`config.mk`:
```
export PLATFORM = sky130hd
export DESIGN_NAME = sacl_front
export DESIGN_NICKNAME = d
export VERILOG_FILES = /design/src/design/sacl_pkg.sv /design/src/design/sacl_front.sv
export SDC_FILE = /design/constraint.sdc
export NUM_CORES = 1
export LEC_CHECK = 0
export BUFFER_PORTS_ARGS = -buffer_cell sky130_fd_sc_hd__buf_2
export CORE_AREA = 2 2 126 140
export DETAILED_ROUTE_END_ITERATION = 10
export DIE_AREA = 0 0 128 142
export PLACE_DENSITY = 0.55
export SLEW_MARGIN = 20
export SYNTH_ARGS = -nofsm -noshare
export SYNTH_HDL_FRONTEND = slang
export SYNTH_SLANG_ARGS = --single-unit
export TNS_END_PERCENT = 50
```
`constraint.sdc`:
```
create_clock -name clock -period 12.26 [get_ports clock]
set_input_delay 1.839 -clock clock [delete_from_list [all_inputs] [get_ports clock]]
set_output_delay 1.839 -clock clock [all_outputs]
set_load 0.02 [all_outputs]
```
`src/design/sacl_pkg.sv`:
```
// ----------------------------------------------------------------------------
// sacl_pkg: shared types and codes for the LRU cache simulator
// Field widths, action and outcome codes, register indexes and reset values.
// ----------------------------------------------------------------------------
`timescale 1ns / 1ps

package sacl_pkg;

   localparam int ADDR_W = 32;
   localparam int TAG_W  = 32;
   localparam int CNT_W  = 32;

   // action codes
   localparam logic [1:0] ACT_LOAD   = 2'd0;
   localparam logic [1:0] ACT_STORE  = 2'd1;
   localparam logic [1:0] ACT_MODIFY = 2'd2;
   localparam logic [1:0] ACT_RSVD   = 2'd3;

   // first access outcome codes
   localparam logic [1:0] OUT_HIT   = 2'd0;
   localparam logic [1:0] OUT_FILL  = 2'd1;
   localparam logic [1:0] OUT_EVICT = 2'd2;

   // register indexes
   localparam logic [1:0] CSR_SET_BITS = 2'd0;
   localparam logic [1:0] CSR_WAYS     = 2'd1;
   localparam logic [1:0] CSR_OFFSET   = 2'd2;

   typedef struct packed {
      logic [2:0] set_index_bits;
      logic [2:0] ways_in_use;
      logic [4:0] block_offset_bits;
   } cfg_type;

   localparam cfg_type CFG_RESET = '{
      set_index_bits:    3'd0,
      ways_in_use:       3'd1,
      block_offset_bits: 5'd4
   };

endpackage

```
`src/design/sacl_front.sv`:
```
// ----------------------------------------------------------------------------
// sacl_front: request intake and address split
// Accepts access items, drops the reserved action, splits the address into
// set index and tag, and holds the result in a two-entry queue.
// ----------------------------------------------------------------------------
`timescale 1ns / 1ps

module sacl_front
   import sacl_pkg::*;
#(
   parameter int MAX_SET_BITS = 6
) (
   input  logic                                      clock,
   input  logic                                      reset,
   input  logic [2:0]                                set_index_bits,
   input  logic [4:0]                                block_offset_bits,
   input  logic                                      req_valid,
   output logic                                      req_ready,
   input  logic [1:0]                                req_action,
   input  logic [ADDR_W-1:0]                         req_address,
   output logic                                      q_valid,
   input  logic                                      q_pop,
   output logic [(MAX_SET_BITS > 0 ? MAX_SET_BITS : 1)-1:0] q_set,
   output logic [TAG_W-1:0]                          q_tag,
   output logic                                      q_modify
);

   localparam int IDX_W = (MAX_SET_BITS > 0) ? MAX_SET_BITS : 1;

   logic [2:0]        eff_sb;
   logic [5:0]        split_sum;
   logic [ADDR_W-1:0] shifted;
   logic [IDX_W-1:0]  set_mask;
   logic [IDX_W-1:0]  set_calc;
   logic [TAG_W-1:0]  tag_calc;
   logic              push;

   logic [IDX_W-1:0]  set_ff [2];
   logic [TAG_W-1:0]  tag_ff [2];
   logic [1:0]        modify_ff;
   logic              wr_ptr_ff, wr_ptr_in;
   logic              rd_ptr_ff, rd_ptr_in;
   logic [1:0]        count_ff, count_in;

   always_comb begin
      if (32'(set_index_bits) > MAX_SET_BITS) begin
         eff_sb = 3'(MAX_SET_BITS);
      end else begin
         eff_sb = set_index_bits;
      end
      split_sum = {1'b0, block_offset_bits} + {3'b000, eff_sb};
      shifted   = req_address >> block_offset_bits;
      set_mask  = ~({IDX_W{1'b1}} << eff_sb);
      set_calc  = shifted[IDX_W-1:0] & set_mask;
      // a split that covers the whole address leaves no tag bits
      if (split_sum[5]) begin
         tag_calc = '0;
      end else begin
         tag_calc = req_address >> split_sum[4:0];
      end
   end

   assign req_ready = (count_ff != 2'd2);
   assign q_valid   = (count_ff != 2'd0);
   assign push      = req_valid && req_ready && (req_action != ACT_RSVD);

   assign q_set    = set_ff[rd_ptr_ff];
   assign q_tag    = tag_ff[rd_ptr_ff];
   assign q_modify = modify_ff[rd_ptr_ff];

   always_comb begin
      wr_ptr_in = push ? ~wr_ptr_ff : wr_ptr_ff;
      rd_ptr_in = q_pop ? ~rd_ptr_ff : rd_ptr_ff;
      count_in  = count_ff + {1'b0, push} - {1'b0, q_pop};
   end

   always_ff @(posedge clock) begin
      if (reset) begin
         wr_ptr_ff <= 1'b0;
         rd_ptr_ff <= 1'b0;
         count_ff  <= 2'd0;
      end else begin
         wr_ptr_ff <= wr_ptr_in;
         rd_ptr_ff <= rd_ptr_in;
         count_ff  <= count_in;
      end
   end

   always_ff @(posedge clock) begin
      if (push) begin
         set_ff[wr_ptr_ff]    <= set_calc;
         tag_ff[wr_ptr_ff]    <= tag_calc;
         modify_ff[wr_ptr_ff] <= (req_action == ACT_MODIFY);
      end
   end

endmodule

```
-- After elaboration in Yosys (flattened, before gate mapping)
Memories as Yosys holds them, arrays and structs flattened. A register that Yosys moved wholly into a read port is not among the register bits.
Index checks and enable logic that the tools add are counted.
- $add $sub $neg: 3
- $lt $le $gt $ge: 4
- eq/ne operators: 3
- shift-type cells: 3
- mux-type cells: 13
- bitwise logic cells: 4
- reduce and logical (&&, ||, !) cells: 4
- operator list (operator ; number):
    2-to-1 mux 32 bit ; 1
    right shift 32 x 5 -> 32 bit ; 1
    right shift 32 x 5 -> 6 bit ; 1
    2-to-1 mux 1 bit ; 9
    adder 5 x 3 -> 6 bit ; 1
    AND 6 bit ; 1
    inverter 6 bit ; 1
    left shift 6 x 3 -> 6 bit (first input constant) ; 1
    < comparator 1 x 2 -> 1 bit (second input constant) ; 2
    inequality test 2 bit (second input constant) ; 2
    > comparator 3 bit (second input constant) ; 1
    logical AND 1 bit ; 3
    2-to-1 mux 3 bit ; 1
    adder 2 x 1 -> 2 bit ; 1
    bitwise mux 2 bit ; 1
    == test 2 bit (second input constant) ; 1
    inverter 1 bit ; 2
    nonzero test 2 bit ; 1
    subtractor 2 x 1 -> 2 bit ; 1
    demux 1 bit (select 1 bit) ; 1
    greater-or-equal comparator 1 bit (second input constant) ; 1
- register bits: 6
- RAM bits: 76
- bits of input ports: 46
- output and inout port bits: 41
- logic and storage cells: 40
- memories kept: 2
- memory list (memory ; words ; width ; read ports ; clocked after memory_dff ; write ports ; line ; text):
    tag_ff ; 2 ; 32 ; 1 ; 1 ; 1 ; sacl_front.sv:39 ; logic [TAG_W-1:0] tag_ff [2];
    set_ff ; 2 ; 6 ; 1 ; 1 ; 1 ; sacl_front.sv:38 ; logic [IDX_W-1:0] set_ff [2];

-- Depth between registers and ports, before layout
Gate-level depths: netlist (run 1).
- word-level depth: 5
- mapped depth: 12
- mapped depth without buffers: 10

-- Worst setup path before layout (run 1)
OpenSTA, ideal clock, no wires.
- path kind: input to register
- from: input port block_offset_bits[1]
- to: memory tag_ff[0][3], data pin
- setup time: 0.259 ns
- arrival time: 4.882 ns
- setup slack: 7.119 ns
- stages: 12
- cell sequence: clkbuf_1 buf_2 buf_2 inv_1 fa_1 buf_2 buf_2 clkbuf_1 buf_1 mux2i_1 o22ai_1 a31o_1
- word-level cells in the longest chain between the ends: 3
- RTL lines (element ; line ; text):
    start: declaration ; sacl_front.sv:16 ; input logic [4:0] block_offset_bits,
    adder 5 x 3 -> 6 bit * ; sacl_front.sv:51 ; split_sum = {1'b0, block_offset_bits} + {3'b000, eff_sb};
    right shift 32 x 5 -> 32 bit ; sacl_front.sv:59 ; tag_calc = req_address >> split_sum[4:0];
    2-to-1 mux 32 bit * ; sacl_front.sv:56 ; if (split_sum[5]) begin
    via tag_calc[3] ; sacl_front.sv:35 ; logic [TAG_W-1:0] tag_calc;
    end: declaration ; sacl_front.sv:39 ;
The timed path passes the listed nets; every way through them passes the cells marked *.

-- Worst setup path after layout (run 1)
- from: input port block_offset_bits[0]
- to: memory tag_ff[0][4], data pin
The elaborated chain is that of the path after synthesis.

==> results.toml, run 1 <==
[status]
status = "finished clean"

[die]
io_pins = 87
dieArea_sq_um = 18200
rows = 50
coreArea_sq_um = 16800
fp.dieH_microns = 142
die_w_microns = 128
floorplan.initialDensity = 0.374

[clock_tree]
clockBufferDepth = 2
tritoncts = "done"
clk_latency_ns = 0.33
h-tree-depth = 3
cts_setup_buffers = 0
cts_made_buffers = 9
hold_buffers = 0
cts_resized = 0
clkSlewWorstSetupHoldPaths_ns = 0.06
root_buffer = "clkbuf_16"
clock-sinks = 83

[timing]
holdWs_ns = 0.552
tns_ns = 0
maxSlewViolCount = 0
finalCritPeriodShare = 0.424
finalClockSkew_ns = 0.00633
setup_viol = 0
rsz0062_at_grt = "no"
hold_violations = 0
clock.fmax_mhz = 192
slew_headroom = 0.322
layout_min_cycle_time_ns = 5.20
worstMarginPinSlew_ns = 1.01

[setup_path]
arrival_ns = 5.27
r2r_end = "tag_ff[1][1]$_DFFE_PP_"
cpMaxStageDelayCell = "buf_2"
cp-end-kind = "register"
critPathTopFamily = "buffers and inverters"
cp_num_buf_inv = 3
cpPeakStageDelay_ns = 0.68
critPathKind = "in2reg"
reg2reg_from = "count_ff[0]$_SDFF_PP0_"
r2r_slack_ns = 10.37
cp-start-kind = "input pin"
required_ns = 12.33
cp_max_fo = 45
crit_path_cell_trace = "buf_2 -> ha_1 -> inv_1 -> fa_2 -> buf_4 -> mux4_1 -> mux2i_1 -> a211oi_1 -> or3_1"
r2r_cells = 4

[global_routing]
overflow = 0
grt_max_degree = 46
antenna_found_initial = 0
grt_pass1_vias = 4268
grt_pass1_wl_microns = 24600
track_usage = 0.175

[min_path]
min_path_type = "reg2reg"
worstHoldPathCells = 2
min_to = "count_ff[1]$_SDFF_PP0_"
holdCritStartpoint = "count_ff[1]$_SDFF_PP0_"

[final_layout]
antenna_cells = 0
nFillCells = 1603
multi_input_area_sq_um = 3600
final_common_cell = "buf_2"
areaGrowthSynthToFinish_pct = 13.6
layout_common_cells = "86 x buf_2, 78 x edfxtp_1, 56 x mux2_2"
finalNetCount = 594
utilization = 0.425
drive_gt1_frac = 0.417
regArea_sq_um = 2440

[synth]
synth_xor_area_frac = 0.0170
postSynthAreaPerCell_sq_um = 13.1
synth-compound-area-share = 0.0925
muxShareOfSynthArea = 0.384
synth_top_area_cell = "edfxtp_1"
synth-main-ff-cell = "edfxtp_1"
netlist_instances = 478
ys_warn_count = 0
synth-seq-area-share = 0.390
synthDistinctLibCells = 54
synth_edf_count = 78
synth.area.top_cells = "edfxtp_1 37%, mux4_2 19%, mux2_2 10%"
synthSimpleGateAreaFrac = 0.0633
synth_top_family_by_area = "multiplexers"
synth_fa_ha_area_frac = 0.0132
synth_seq_cells = 83
synthesis.area_sq_um = 6270
synth_top_area_frac = 0.374
async_reset_ff_frac = 0
syn_nets = 530

[routing]
dr.first_iter.drc_count = 355
vias = 4478
met3_length_microns = 812
ant_nets = 0
drcViolationCount = 0
wl_met1_microns = 7250
drt_wl_total_microns = 16000
wl_met2_microns = 7540
via_per_inst = 5.93
wl_per_cell_microns = 21.1
routed.top_layer = "met4"
first_pass_iters = 5

[power_and_ir_drop]
ir_drop_uv = 69.0
powerDensity_nw_per_um2 = 143
p_leak_nw = 2.65

[job]
drv_cap = 0

[placement]
place_congestion = 0.839
port_buffers = 86
dp_hpwl_microns = 11700
-- registers in the layout, indices dropped and copies added, names as in the netlist, named ones only --
register   cells
tag_ff        64
count_ff       2
wr_ptr_ff      1
rd_ptr_ff      1
set_ff        12
modify_ff      2
-- power breakdown --
group	internal (mW)	leakage, nW	switching [mW]	total, mW
Sequential	0.367	0.780	0.0120	0.379
Combinational	0.172	1.74	0.222	0.393
Clock	0.138	0.132	0.108	0.246
-- synthesized netlist by cell type, types with 6 or more instances --
cell type,count
mux4_2,54
a211oi_1,10
nor2b_1,6
mux2_2,56
edfxtp_1,78
buf_2,12
o22a_1,9
nor2_1,34
o21ai_0,10
clkbuf_1,17
inv_1,9
o22ai_1,7
nand2_1,22
mux2i_1,48
a21oi_1,15
-- routing by layer --
metal	track usage	vias to the layer above
met2	0.275	183
li1	-	2037
met1	0.255	2231
met5	0	-
met4	0.0521	0
met3	0.0233	27
-- area by class of cell --
class,count,area share
Timing Repair Buffer,93,0.0706
Inverter,10,0.00527
Clock buffer,9,0.0316
Multi-Input combinational cell,345,0.506
Sequential cell,83,0.343
Tap cell,208,0.0365
Clock inverter,7,0.00720
-- tightest hold or removal path, stage by stage (launching register included) --
cell and delay [ns]:
dfxtp_1 0.36, xnor2_1 0.09, nor2_1 0.07
-- worst max path at each step --
stage | from | end | cells after the start
global route | block_offset_bits[0] | tag_ff[0][4]$_DFFE_PP_ | 9
detailed placement | block_offset_bits[0] | tag_ff[0][4]$_DFFE_PP_ | 9
global placement | block_offset_bits[0] | tag_ff[0][4]$_DFFE_PP_ | 9
floorplan | block_offset_bits[1] | tag_ff[0][3]$_DFFE_PP_ | 12
CTS | block_offset_bits[0] | tag_ff[0][4]$_DFFE_PP_ | 9
finish | block_offset_bits[0] | tag_ff[0][4]$_DFFE_PP_ | 9
-- logic make-up (layout without fill, tap and decap cells) --
| logic type | after synthesis | in the layout |
|---|---|---|
| AO/OA/AOI/OAI | 82 | 82 |
| AND/OR/NAND/NOR | 86 | 86 |
| flip-flops | 83 | 83 |
| multiplexers | 161 | 161 |
| adder cells (fa/ha/maj) | 6 | 6 |
| buffers and inverters | 50 | 119 |
| XOR/XNOR | 10 | 10 |
-- through the flow --
step           setup slack, ns  instance area [sq um]  cells  power (mW)
2_1_floorplan             7.12                   6270    478       0.668
3_3_place_gp              6.75                   6820    738       0.767
3_5_place_dp              6.68                   6840    739       0.778
4_1_cts                   7.03                   7120    755        1.03
5_1_grt                   6.82                   7120    755        1.07
6_report                  7.06                   7120    755        1.02
No activity file was read; power rests on OpenSTA's default activity.
==> run 2, diff against run 1 <==
--- a/config.mk
+++ b/config.mk
@@ -5,10 +5,11 @@
 export SDC_FILE = /design/constraint.sdc
 export NUM_CORES = 1
 export LEC_CHECK = 0
+export ABC_AREA = 1
 export BUFFER_PORTS_ARGS = -buffer_cell sky130_fd_sc_hd__buf_2
-export CORE_AREA = 2 2 126 140
+export CORE_AREA = 2 2 126 141
 export DETAILED_ROUTE_END_ITERATION = 10
-export DIE_AREA = 0 0 128 142
+export DIE_AREA = 0 0 128 143
 export PLACE_DENSITY = 0.55
 export SLEW_MARGIN = 20
 export SYNTH_ARGS = -nofsm -noshare
==> constraint.sdc (replaced) <==
create_clock -name clock -period 5.3 [get_ports clock]
set_input_delay 0.795 -clock clock [delete_from_list [all_inputs] [get_ports clock]]
set_output_delay 0.795 -clock clock [all_outputs]
set_load 0.02 [all_outputs]
==> results.toml, run 2 <==
[timing]
tns_ns = 0
clock.fmax_mhz = 312
hold_violations = 0
maxSlewViolCount = 0
worstMarginPinSlew_ns = 0.694
rsz0062_at_grt = "no"
slew_headroom = 0.537
layout_min_cycle_time_ns = 3.20
fin_ws_ns = 2.10
finalCritPeriodShare = 0.604
finalClockSkew_ns = 0.00911
holdWs_ns = 0.555
setup_viol = 0

[final_layout]
antenna_cells = 0
largest_register_ffs = 64
areaGrowthSynthToFinish_pct = 13.1
drive_gt1_frac = 0.239
nFillCells = 1743
layout_common_cells = "222 x nand3_1, 178 x nand2_1, 86 x buf_2"
stdcell_area_sq_um = 7140
regMostFlops = "tag_ff"
finalNetCount = 910
final_common_cell = "nand3_1"
top_regs = "tag_ff: 64 flops, set_ff: 12 flops"

[routing]
ant_nets = 0
wl_per_cell_microns = 17.1
dr.first_iter.drc_count = 490
vias = 5901
drcViolationCount = 0
via_per_inst = 5.51
drt_wl_total_microns = 18300
first_pass_iters = 6

[min_path]
holdCritStartpoint = "rd_ptr_ff$_SDFFE_PP0P_"
min_path_type = "reg2reg"

[synth]
postSynthAreaPerCell_sq_um = 7.88
synth_edf_count = 78
synth_seq_cells = 83
synth.most_common_cell = "nand3_1"
synth_commonest_cells = "222 x nand3_1, 178 x nand2_1, 78 x edfxtp_1, 48 x o21ai_0, 40 x nor2_1"
synth.area.top_cells = "edfxtp_1 37%, nand3_1 18%, nand2_1 11%"
async_reset_ff_frac = 0
netlist_instances = 801
synth_top_area_cell = "edfxtp_1"
synth-main-ff-cell = "edfxtp_1"
synthDistinctLibCells = 40
ys_warn_count = 0
synth-seq-area-share = 0.387
synthesis.area_sq_um = 6310
syn_nets = 853
synth_top_area_frac = 0.371

[placement]
pre_cts_slack_ns = 1.75
place_congestion = 0.932
placed_area_sq_um = 6820
dp_hpwl_microns = 13500
port_buffers = 86

[clock_tree]
cts_setup_buffers = 0
clockBufferDepth = 2
h-tree-depth = 3
clock-sinks = 83
cts_resized = 0
hold_buffers = 0
tritoncts = "done"
cts_made_buffers = 9
clkSlewWorstSetupHoldPaths_ns = 0.06
root_buffer = "clkbuf_16"
clk_latency_ns = 0.33

[die]
io_pins = 87
dieArea_sq_um = 18300
die_w_microns = 128
rows = 50
fp.dieH_microns = 143
coreArea_sq_um = 16800
floorplan.initialDensity = 0.376

[setup_path]
cp_max_fo = 19
cpPeakStageDelay_ns = 0.52
reg2reg_from = "count_ff[0]$_SDFF_PP0_"
cp-start-kind = "input pin"
arrival_ns = 3.39
required_ns = 5.49
cpMaxStageDelayCell = "fa_1"
crit_top_cell = "nand3_1"
crit_path_cell_trace = "buf_2 -> nand2_2 -> nand2_4 -> inv_1 -> ha_1 -> inv_1 -> fa_1 -> clkinv_1 -> buf_4 -> nand3_1 -> nand3_1 -> nand3_1 -> nand3_1 -> nand2_1"
cp-end-kind = "register"
critPathKind = "in2reg"
crit_path_start = "set_index_bits[2]"

[global_routing]
overflow = 0
grt_pass1_vias = 5547
grt_max_degree = 52
grt_pass1_wl_microns = 29200
antenna_found_initial = 0
track_usage = 0.204

[job]
drv_cap = 0

[power_and_ir_drop]
ir_drop_uv = 176
powerDensity_nw_per_um2 = 328
p_leak_nw = 3.05
p_total_mw = 2.34

[status]
status = "finished clean"
==> run 2: changes by cell type after synthesis, moves of 23 or more <==
cell     previous run  this run
nand3_1             1       222
nand2_1            22       178
mux4_2             54         0
mux2i_1            48         0
o21ai_0            10        48
inv_1               9        38
nand3_2             0        23
==> run 2: path summary, 6_finish.rpt <==
path	end	slack, ns	cells after the start
hold / removal	rd_ptr_ff$_SDFFE_PP0P_	0.56	2
setup / recovery	tag_ff[1][1]$_DFFE_PP_	2.10	14
setup reg to reg	tag_ff[1][1]$_DFFE_PP_	3.50	6
hold reg to reg	rd_ptr_ff$_SDFFE_PP0P_	0.56	2
==> run 2: kinds of logic (layout without fill, tap and decap cells) <==
group,after synthesis,count (layout),synth area share
compound gates,75,75,0.0658
mux,39,39,0.0696
simple gates,497,497,0.384
xor+xnor,5,5,0.00813
flops,83,83,0.387
fa+ha+maj,6,6,0.0131
buf+inv,96,158,0.0724
==> run 2: critical path, delay by kind of cell <==
family / cells / cell delay (ns)
adders and majority gates: 2 / 0.67
buffers and inverters: 5 / 1.06
and+or+nand+nor: 7 / 0.87
==> run 2: report_power, final <==
| group | internal [mW] | switching (mW) | leakage [nW] |
|---|---|---|---|
| clock network | 0.413 | 0.244 | 0.147 |
| registers | 0.823 | 0.0160 | 0.779 |
| logic | 0.274 | 0.574 | 2.12 |
==> run 2: routing by layer <==
| metal | share of wire | vias up | wire [microns] | GRT usage |
|---|---|---|---|---|
| li1 | - | 2908 | - | - |
| met1 | 0.45 | 2754 | 8280 | 0.280 |
| met2 | 0.47 | 217 | 8700 | 0.333 |
| met3 | 0.053 | 22 | 969 | 0.0277 |
| met4 | 0.020 | 0 | 363 | 0.0654 |
| met5 | 0 | - | 0 | 0 |
==> run 2: metrics by stage <==
stage	utilization	cells
floorplan	-	801
global placement	0.407	1055
detailed placement	0.407	1055
CTS	0.426	1071
global route	0.426	1071
finish	0.426	1071
==> run 2: cell type report <==
type                            count  area (sq um)  share of cell area
Clock buffer                       10           229              0.0321
Clock inverter                      6          87.6              0.0123
Inverter                           46           173              0.0242
Multi-Input combinational cell    622          3440               0.482
Sequential cell                    83          2440               0.342
Tap cell                          208           260              0.0365
Timing Repair Buffer               96           505              0.0708
